### config.mk
export PLATFORM = sky130hd
export DESIGN_NAME = hevc_nal_boundary_scanner_core
export DESIGN_NICKNAME = d
export VERILOG_FILES = /design/src/design/hnbs_pkg.sv /design/src/design/hnbs_scan.sv /design/src/design/hnbs_queue.sv /design/src/design/hevc_nal_boundary_scanner_core.sv
export SDC_FILE = /design/constraint.sdc
export NUM_CORES = 1
export LEC_CHECK = 0
export BUFFER_PORTS_ARGS = -buffer_cell sky130_fd_sc_hd__buf_2
export CAP_MARGIN = 20
export CORE_UTILIZATION = 55
export DETAILED_ROUTE_END_ITERATION = 6
export GPL_TIMING_DRIVEN = 0
export PLACE_DENSITY = 0.83
export SETUP_SLACK_MARGIN = 0.02
export SLEW_MARGIN = 15
export SYNTH_ARGS = -nofsm -noshare
export SYNTH_HDL_FRONTEND = slang
export SYNTH_SLANG_ARGS = --single-unit
### constraint.sdc
create_clock -name clock -period 4.88 [get_ports clock]
set_clock_uncertainty 0.2 [all_clocks]
set_input_delay 0.732 -clock clock [delete_from_list [all_inputs] [get_ports clock]]
set_output_delay 0.732 -clock clock [all_outputs]
set_load 0.005 [all_outputs]
### src/design/hnbs_pkg.sv
// Shared types and constants for the HEVC NAL boundary scanner.
// No dependencies; used by the scanner, the record queue and the top level.
package hnbs_pkg;

   localparam int OUT_W         = 32;
   localparam int ADDR_BITS_DEF = 32;
   localparam int QUEUE_DEPTH   = 4;
   localparam int QPTR_W        = $clog2(QUEUE_DEPTH);
   localparam int QCNT_W        = $clog2(QUEUE_DEPTH + 1);

   localparam logic [5:0]  TYPE_VPS        = 6'd32;
   localparam logic [5:0]  TYPE_LAST_TRAIL = 6'd9;
   localparam logic [23:0] START_CODE      = 24'h000001;
   localparam logic [31:0] WINDOW_RESET    = 32'hFFFF_FFFF;

   typedef struct packed {
      logic [OUT_W-1:0] unit_address;
      logic [OUT_W-1:0] unit_size;
      logic             intra_flag;
      logic [1:0]       region;
      logic             final_rec;
   } record_type;

   // Records produced by one accepted byte: none, one or two, oldest first.
   typedef struct packed {
      logic [1:0] count;
      record_type first;
      record_type second;
   } push_type;

endpackage

### src/design/hnbs_scan.sv
// Start code detector and open-record tracker of the NAL boundary scanner.
// Depends on hnbs_pkg for the record types and NAL type constants.
module hnbs_scan #(
   parameter int ADDR_BITS = hnbs_pkg::ADDR_BITS_DEF
) (
   input  logic              clock,
   input  logic              reset,
   input  logic              accept,
   input  logic [7:0]        data_byte,
   input  logic              end_of_segment,
   input  logic [1:0]        region,
   output hnbs_pkg::push_type push
);
   import hnbs_pkg::*;

   logic [31:0]          window_ff, window_in;
   logic [ADDR_BITS-1:0] pos_ff, pos_in;
   logic [ADDR_BITS-1:0] pend_addr_ff, pend_addr_in;
   logic                 pend_intra_ff, pend_intra_in;
   logic                 pend_valid_ff, pend_valid_in;

   logic                 start_seen;
   logic [5:0]           nal_type;
   logic                 is_vps;
   logic                 opens;
   logic [ADDR_BITS-1:0] new_addr;
   logic [ADDR_BITS-1:0] seg_len;
   logic [ADDR_BITS-1:0] open_addr;
   logic                 open_intra;
   logic                 open_valid;
   record_type           close_rec;
   record_type           end_rec;
   logic                 close_hit;
   logic                 end_hit;

   always_comb begin
      start_seen = (window_ff[23:0] == START_CODE);
      nal_type   = data_byte[6:1];
      is_vps     = (nal_type == TYPE_VPS);
      opens      = start_seen && (is_vps || (nal_type <= TYPE_LAST_TRAIL));
      // A fourth zero byte ahead of the start code belongs to the unit.
      new_addr   = (window_ff[31:24] == 8'h00) ? pos_ff - ADDR_BITS'(4)
                                               : pos_ff - ADDR_BITS'(3);
      seg_len    = pos_ff + ADDR_BITS'(1);

      close_hit  = accept && opens && pend_valid_ff;
      close_rec.unit_address = OUT_W'(pend_addr_ff);
      close_rec.unit_size    = OUT_W'(ADDR_BITS'(new_addr - pend_addr_ff));
      close_rec.intra_flag   = pend_intra_ff;
      close_rec.region       = region;
      close_rec.final_rec    = 1'b0;

      open_valid = opens || pend_valid_ff;
      open_addr  = opens ? new_addr : pend_addr_ff;
      open_intra = opens ? is_vps : pend_intra_ff;

      end_hit    = accept && end_of_segment && open_valid;
      end_rec.unit_address = OUT_W'(open_addr);
      end_rec.unit_size    = OUT_W'(ADDR_BITS'(seg_len - open_addr));
      end_rec.intra_flag   = open_intra;
      end_rec.region       = region;
      end_rec.final_rec    = 1'b1;

      push.count  = {1'b0, close_hit} + {1'b0, end_hit};
      push.first  = close_hit ? close_rec : end_rec;
      push.second = end_rec;

      window_in     = window_ff;
      pos_in        = pos_ff;
      pend_addr_in  = pend_addr_ff;
      pend_intra_in = pend_intra_ff;
      pend_valid_in = pend_valid_ff;
      if (accept) begin
         if (end_of_segment) begin
            window_in     = WINDOW_RESET;
            pos_in        = '0;
            pend_addr_in  = '0;
            pend_intra_in = 1'b0;
            pend_valid_in = 1'b0;
         end else begin
            window_in     = {window_ff[23:0], data_byte};
            pos_in        = seg_len;
            pend_addr_in  = open_addr;
            pend_intra_in = open_intra;
            pend_valid_in = open_valid;
         end
      end
   end

   always_ff @(posedge clock) begin
      if (reset) begin
         window_ff     <= WINDOW_RESET;
         pos_ff        <= '0;
         pend_addr_ff  <= '0;
         pend_intra_ff <= 1'b0;
         pend_valid_ff <= 1'b0;
      end else begin
         window_ff     <= window_in;
         pos_ff        <= pos_in;
         pend_addr_ff  <= pend_addr_in;
         pend_intra_ff <= pend_intra_in;
         pend_valid_ff <= pend_valid_in;
      end
   end

   a_end_clears: assert property (@(posedge clock) disable iff (reset)
      accept && end_of_segment |=> !pend_valid_ff && (pos_ff == '0))
      else $error("segment end did not clear the open record");

   a_two_order: assert property (@(posedge clock) disable iff (reset)
      push.count == 2'd2 |-> push.second.final_rec && !push.first.final_rec)
      else $error("two records in wrong order");

   a_push_needs_accept: assert property (@(posedge clock) disable iff (reset)
      push.count != 2'd0 |-> accept)
      else $error("record produced without an accepted request");

endmodule

### src/design/hnbs_queue.sv
// Small record queue that decouples the scanner from the response channel.
// Depends on hnbs_pkg for the record types and queue sizing.
module hnbs_queue (
   input  logic                 clock,
   input  logic                 reset,
   input  hnbs_pkg::push_type   push,
   input  logic                 pop,
   output hnbs_pkg::record_type head,
   output logic                 not_empty,
   output logic                 has_room
);
   import hnbs_pkg::*;

   record_type        mem [QUEUE_DEPTH];
   logic [QPTR_W-1:0] wr_ptr_ff, wr_ptr_in;
   logic [QPTR_W-1:0] rd_ptr_ff, rd_ptr_in;
   logic [QCNT_W-1:0] cnt_ff, cnt_in;
   logic              do_pop;

   always_comb begin
      not_empty = (cnt_ff != '0);
      has_room  = (cnt_ff <= QCNT_W'(QUEUE_DEPTH - 2));
      head      = mem[rd_ptr_ff];
      do_pop    = pop && not_empty;
      wr_ptr_in = QPTR_W'(wr_ptr_ff + QPTR_W'(push.count));
      rd_ptr_in = QPTR_W'(rd_ptr_ff + QPTR_W'(do_pop));
      cnt_in    = QCNT_W'(cnt_ff + QCNT_W'(push.count) - QCNT_W'(do_pop));
   end

   always_ff @(posedge clock) begin
      if (push.count != 2'd0) begin
         mem[wr_ptr_ff] <= push.first;
      end
      if (push.count == 2'd2) begin
         mem[QPTR_W'(wr_ptr_ff + 1'b1)] <= push.second;
      end
   end

   always_ff @(posedge clock) begin
      if (reset) begin
         wr_ptr_ff <= '0;
         rd_ptr_ff <= '0;
         cnt_ff    <= '0;
      end else begin
         wr_ptr_ff <= wr_ptr_in;
         rd_ptr_ff <= rd_ptr_in;
         cnt_ff    <= cnt_in;
      end
   end

   a_no_overflow: assert property (@(posedge clock) disable iff (reset)
      push.count != 2'd0 |-> has_room)
      else $error("record pushed into a full queue");

   a_count_bound: assert property (@(posedge clock) disable iff (reset)
      cnt_ff <= QCNT_W'(QUEUE_DEPTH))
      else $error("queue count out of range");

   a_idle_stays_empty: assert property (@(posedge clock) disable iff (reset)
      !not_empty && push.count == 2'd0 |=> !not_empty)
      else $error("queue became non-empty without a push");

endmodule

### src/design/hevc_nal_boundary_scanner_core.sv
// Top level of the HEVC Annex B NAL boundary scanner.
// Depends on hnbs_pkg, hnbs_scan and hnbs_queue.
//
// Usage:
// The request channel carries one byte of an Annex B stream per request,
// with req_end_of_segment marking the final byte of a segment. The scanner
// looks for 00 00 01 start codes; a VPS header opens an intra record and a
// trailing, TSA, STSA, RADL or RASL header opens a non-intra record. Each
// new record closes the open one, and the segment's last byte closes the
// record still open. Every closed record leaves on the response channel
// with its start address, size, intra flag, region tag and final flag.
// Latency: a record caused by a request is offered on rsp_valid in the
// cycle after that request is accepted when no earlier record is waiting.
// Throughput: one byte per cycle while req_ready is high.
// A header byte that ends a segment with a record open yields two records;
// they leave one per cycle while rsp_ready is high, through a four-entry
// record queue, and req_ready drops whenever the queue holds more than two.
// When the receiver stalls, records wait in the queue and req_ready falls
// once the queue nears full. Reset empties the queue, clears the open
// record, returns the byte offset to zero and sets the region tag to zero.
// csr_wr_en writes the region tag; users must write it while idle (not enforced).
module hevc_nal_boundary_scanner_core #(
   parameter int ADDR_BITS = hnbs_pkg::ADDR_BITS_DEF
) (
   input  logic                       clock,
   input  logic                       reset,
   input  logic                       req_valid,
   output logic                       req_ready,
   input  logic [7:0]                 req_data_byte,
   input  logic                       req_end_of_segment,
   output logic                       rsp_valid,
   input  logic                       rsp_ready,
   output logic [hnbs_pkg::OUT_W-1:0] rsp_unit_address,
   output logic [hnbs_pkg::OUT_W-1:0] rsp_unit_size,
   output logic                       rsp_intra_flag,
   output logic [1:0]                 rsp_region,
   output logic                       rsp_final_record,
   input  logic                       csr_wr_en,
   input  logic [1:0]                 csr_wr_data
);
   import hnbs_pkg::*;

   logic [1:0] region_ff, region_in;
   logic       req_accept;
   push_type   push;
   record_type head;

   // Region tag register, copied onto each record as it is formed.
   always_comb begin
      region_in = csr_wr_en ? csr_wr_data : region_ff;
   end

   always_ff @(posedge clock) begin
      if (reset) begin
         region_ff <= 2'd0;
      end else begin
         region_ff <= region_in;
      end
   end

   assign req_accept = req_valid && req_ready;

   hnbs_scan #(
      .ADDR_BITS(ADDR_BITS)
   ) u_scan (
      .clock          (clock),
      .reset          (reset),
      .accept         (req_accept),
      .data_byte      (req_data_byte),
      .end_of_segment (req_end_of_segment),
      .region         (region_ff),
      .push           (push)
   );

   hnbs_queue u_queue (
      .clock     (clock),
      .reset     (reset),
      .push      (push),
      .pop       (rsp_ready),
      .head      (head),
      .not_empty (rsp_valid),
      .has_room  (req_ready)
   );

   assign rsp_unit_address = head.unit_address;
   assign rsp_unit_size    = head.unit_size;
   assign rsp_intra_flag   = head.intra_flag;
   assign rsp_region       = head.region;
   assign rsp_final_record = head.final_rec;

   a_pair_only_at_end: assert property (@(posedge clock) disable iff (reset)
      push.count == 2'd2 |-> req_end_of_segment)
      else $error("two records from a byte that does not end the segment");

   a_push_shows_next: assert property (@(posedge clock) disable iff (reset)
      push.count != 2'd0 |=> rsp_valid)
      else $error("record not offered after it was formed");

   a_region_copied: assert property (@(posedge clock) disable iff (reset)
      push.count != 2'd0 |-> push.first.region == region_ff)
      else $error("record carries a stale region tag");

endmodule

==> out/qor.txt <==
met1 wire length -> 27.2 mm
RR Startpoint -> u_scan.window_ff[30]
Min Clock Period, post-route -> 5.07 ns
CP max FO -> 4
Synth Cell Area -> 21200 sq um
Post-route DRC -> 0
grt total ovfl -> 0
Initial Utilization -> 56.1%
Async S/R FF share, synth -> 0%
Avg Cell Area, Syn -> 10.4 sq um
P_int -> 6240 uW
Routability Congestion -> 0.978
Critical Path End Type -> register
setup ws final -> -0.195 ns
status -> finished with violations
Reg2Reg Depth -> 20
CP Capture Point -> u_queue.mem[0][33]
antenna diode count -> 0
CTS Hold Bufs -> 0
clock sinks -> 379
die area -> 39400 sq um
Overall Global Routing Usage -> 36.7%
Reg power frac -> 39.8%
final setup fails -> 36
power per cell area -> 340 nW/um^2
clock buffer depth -> 3
global-route wire length before repair -> 107 mm
Post-synth EDFFs -> 268
nets -> 2338
Power Total -> 8880 uW
#FFs+latches synth -> 379
Fillers -> 2673
Layout Cells excl Fill -> 2789
Combinational Power Share -> 24.9%
initial antenna violation count -> 1
DRT Wirelength -> 73.0 mm
Die H -> 198 um
DIE WIDTH -> 198 um
Max-Cap Viols -> 0
CP startpoint -> u_scan.window_ff[30]
number of port buffers -> 85
Rel. slew slack -> 18.0%
IO Pins -> 86
largest net degree at the start of global routing -> 50
Clk pwr share -> 35.3%
Worst setup SP type -> register
share of cells above drive strength 1 -> 24.3%
Starting DRT DRC Count -> 2707
worst path required time -> 4.97 ns
violated checks -> setup timing
post-synthesis sequential area ratio -> 48.4%
Syn Nets -> 2138
met2 routed WL -> 33.1 mm
peak supply drop -> 303 uV
CTS tree -> yes
WL per Instance -> 26.2 um
final clock period utilization by the worst path -> 104%
Lkg Pwr -> 0.00901 uW
synth warn -> 0
Peak Freq -> 197 MHz
Rows -> 71
worst hold path type -> input pin to register
final hold vios -> 0
Via density -> 6.81
post-layout util -> 69.0%
Pins Over Slew Limit -> 0
Post-synth top flop -> edfxtp_1
Worst R2R Setup Slack -> -0.19 ns
clk_lat worst skew -> 0.61 ns
post-synth cell types -> 68
Psw -> 2640 uW
Via Count -> 19000
vias in the first global route -> 18000
Detailed Place HPWL -> 50.3 mm
Setup WS pre-CTS -> -1.50 ns
RSZ-0062 raised after global routing -> yes
reg2reg end -> u_queue.mem[0][33]
Post-Synthesis Cells -> 2046
# H-tree levels -> 2
Net Sw Frac -> 29.7%
critical path type -> register to register
core box area -> 37800 sq um
Inst Count DP -> 2646
root buf cell -> clkbuf_16
CP Data Arrival Time -> 5.17 ns
drt pass-1 iters -> 6
setup_tns -> -3.28 ns
clock slew at reported path FFs -> 0.06 ns
Worst Max-Slew Pin Slew -> 1.23 ns
routed wl met3 -> 9.25 mm
ANT nets after route -> 0
TritonCTS buffer count -> 41
Layout Area Growth over Synthesis -> 23.1%
DR top layer -> met5
## layer usage
| layer | global-route usage, % | up-vias |
|---|---|---|
| li1 | - | 8125 |
| met1 | 49.1 | 9158 |
| met2 | 56.7 | 1445 |
| met3 | 7.68 | 270 |
| met4 | 18.4 | 2 |
| met5 | 0 | - |
## how the worst min path moves through the flow
stage / slack [ns] / to / cells past startpoint / start
floorplan: 0.23 / u_scan.window_ff[31] / 2 / u_scan.window_ff[31]
CTS: 0.17 / u_scan.window_ff[7] / 3 / req_data_byte[7]
finish: 0.18 / u_scan.window_ff[7] / 3 / req_data_byte[7]
global placement: 0.24 / u_scan.window_ff[31] / 2 / u_scan.window_ff[31]
detailed placement: 0.26 / u_scan.window_ff[29] / 2 / u_scan.window_ff[29]
global route: 0.19 / u_scan.window_ff[0] / 3 / req_data_byte[0]
## area by class of cell
type / instances / area (sq um) / share of cell area (%)
Sequential cell: 379 / 10300 / 39.4
Multi-Input combinational cell: 1454 / 11900 / 45.4
Buffer: 141 / 581 / 2.22
Timing Repair Buffer: 165 / 1180 / 4.51
Clock inverter: 28 / 240 / 0.920
Inverter: 64 / 240 / 0.920
Tap cell: 511 / 639 / 2.45
Clock buffer: 47 / 1090 / 4.18
## kinds of logic (layout without fill, tap and decap cells)
family / Yosys count / in the layout / synth area share, %
flip-flops: 379 / 379 / 48.4
buffers and inverters: 213 / 445 / 3.81
AND/OR/NAND/NOR: 572 / 572 / 12.5
multiplexers: 100 / 100 / 8.73
AO/OA/AOI/OAI: 588 / 588 / 17.0
XOR/XNOR: 118 / 118 / 4.96
adder cells (fa/ha/maj): 76 / 76 / 4.59
## worst max-delay path, stage by stage (launching register included)
cell and delay, ns:
dfxtp_2 0.32, or4_4 0.60, o211ai_1 0.29, buf_4 0.16, nand4b_1 0.11, buf_6 0.16
or3_4 0.36, nor2_4 0.14, xor2_4 0.10, mux2i_4 0.25, ha_4 0.25, a21o_1 0.18
a21o_1 0.18, a21o_1 0.18, a21o_1 0.19, a21o_1 0.18, a21oi_2 0.14, nor2b_2 0.07
a311oi_4 0.33, xor2_2 0.27, o22ai_1 0.11
## state kept, by name, summed over array words and instances, names as in the netlist, 2 cells and up
signal / count
region_ff: 2
u_scan.window_ff: 32
u_queue.rd_ptr_ff: 2
u_queue.mem: 272
u_scan.pend_addr_ff: 32
u_queue.cnt_ff: 3
u_queue.wr_ptr_ff: 2
u_scan.pos_ff: 32
## timing repair
action                                  in CTS  in global routing
endpoints found under the setup margin     517                186
gates resized for setup                    201                137
buffers inserted                            46                 30
pin swaps                                   49                 61
## cell usage after synthesis, drive strengths merged (4+ instances only)
| cell | count | area share [%] |
|---|---|---|
| edfxtp | 268 | 38 |
| o22ai | 233 | 6.9 |
| nor2 | 197 | 3.5 |
| nand2 | 157 | 2.8 |
| clkbuf | 138 | 2.4 |
| a21oi | 137 | 3.2 |
| dfxtp | 111 | 10 |
| o21ai | 87 | 2.1 |
| ha | 73 | 4.3 |
| mux4 | 68 | 7.2 |
| xnor2 | 67 | 2.8 |
| inv | 64 | 1.1 |
| nand3 | 61 | 1.5 |
| xor2 | 51 | 2.2 |
| a21o | 35 | 1.2 |
| mux2i | 31 | 1.5 |
| or3 | 23 | 0.68 |
| a22oi | 21 | 0.74 |
| and3 | 20 | 0.59 |
| and2 | 19 | 0.56 |
| nor3 | 19 | 0.47 |
| nand2b | 18 | 0.53 |
| o21a | 16 | 0.57 |
| a31oi | 15 | 0.54 |
| buf | 11 | 0.24 |
| nor2b | 11 | 0.32 |
| nor4 | 11 | 0.32 |
| nand4 | 9 | 0.27 |
| or2 | 7 | 0.21 |
| or4 | 7 | 0.25 |
| a211o | 5 | 0.21 |
| a211oi | 5 | 0.18 |
| o211ai | 5 | 0.20 |
| a31o | 4 | 0.17 |
| nand3b | 4 | 0.14 |
| o21bai | 4 | 0.14 |
## power groups by stage
stage	sequential, uW	clock, uW	combinational [uW]
5_1_grt	3540	3230	2360
3_5_place_dp	3600	0	2020
6_report	3540	3130	2210
3_3_place_gp	3590	0	1990
4_1_cts	3530	3120	2090
2_1_floorplan	3580	0	1280
## through the flow
| step | hold slack, ns | instance area [sq um] |
|---|---|---|
| 6_report | 0.175 | 26100 |
| 4_1_cts | 0.169 | 25200 |
| 2_1_floorplan | 0.231 | 21300 |
| 3_3_place_gp | 0.243 | 22300 |
| 5_1_grt | 0.192 | 26100 |
| 3_5_place_dp | 0.256 | 22500 |
## cell usage in the layout, fill, tap and decap left out, types with 43 or more instances in the layout
master       n
edfxtp_1   268
o22ai_1    227
nor2_1     186
nand2_1    144
clkbuf_1   124
a21oi_1    106
dfxtp_1    106
buf_2       86
mux4_2      68
inv_1       64
buf_4       64
o21ai_0     59
nand3_1     57
ha_1        54
xnor2_1     43
clkbuf_16   43
Power figures use the tool's default switching activity.
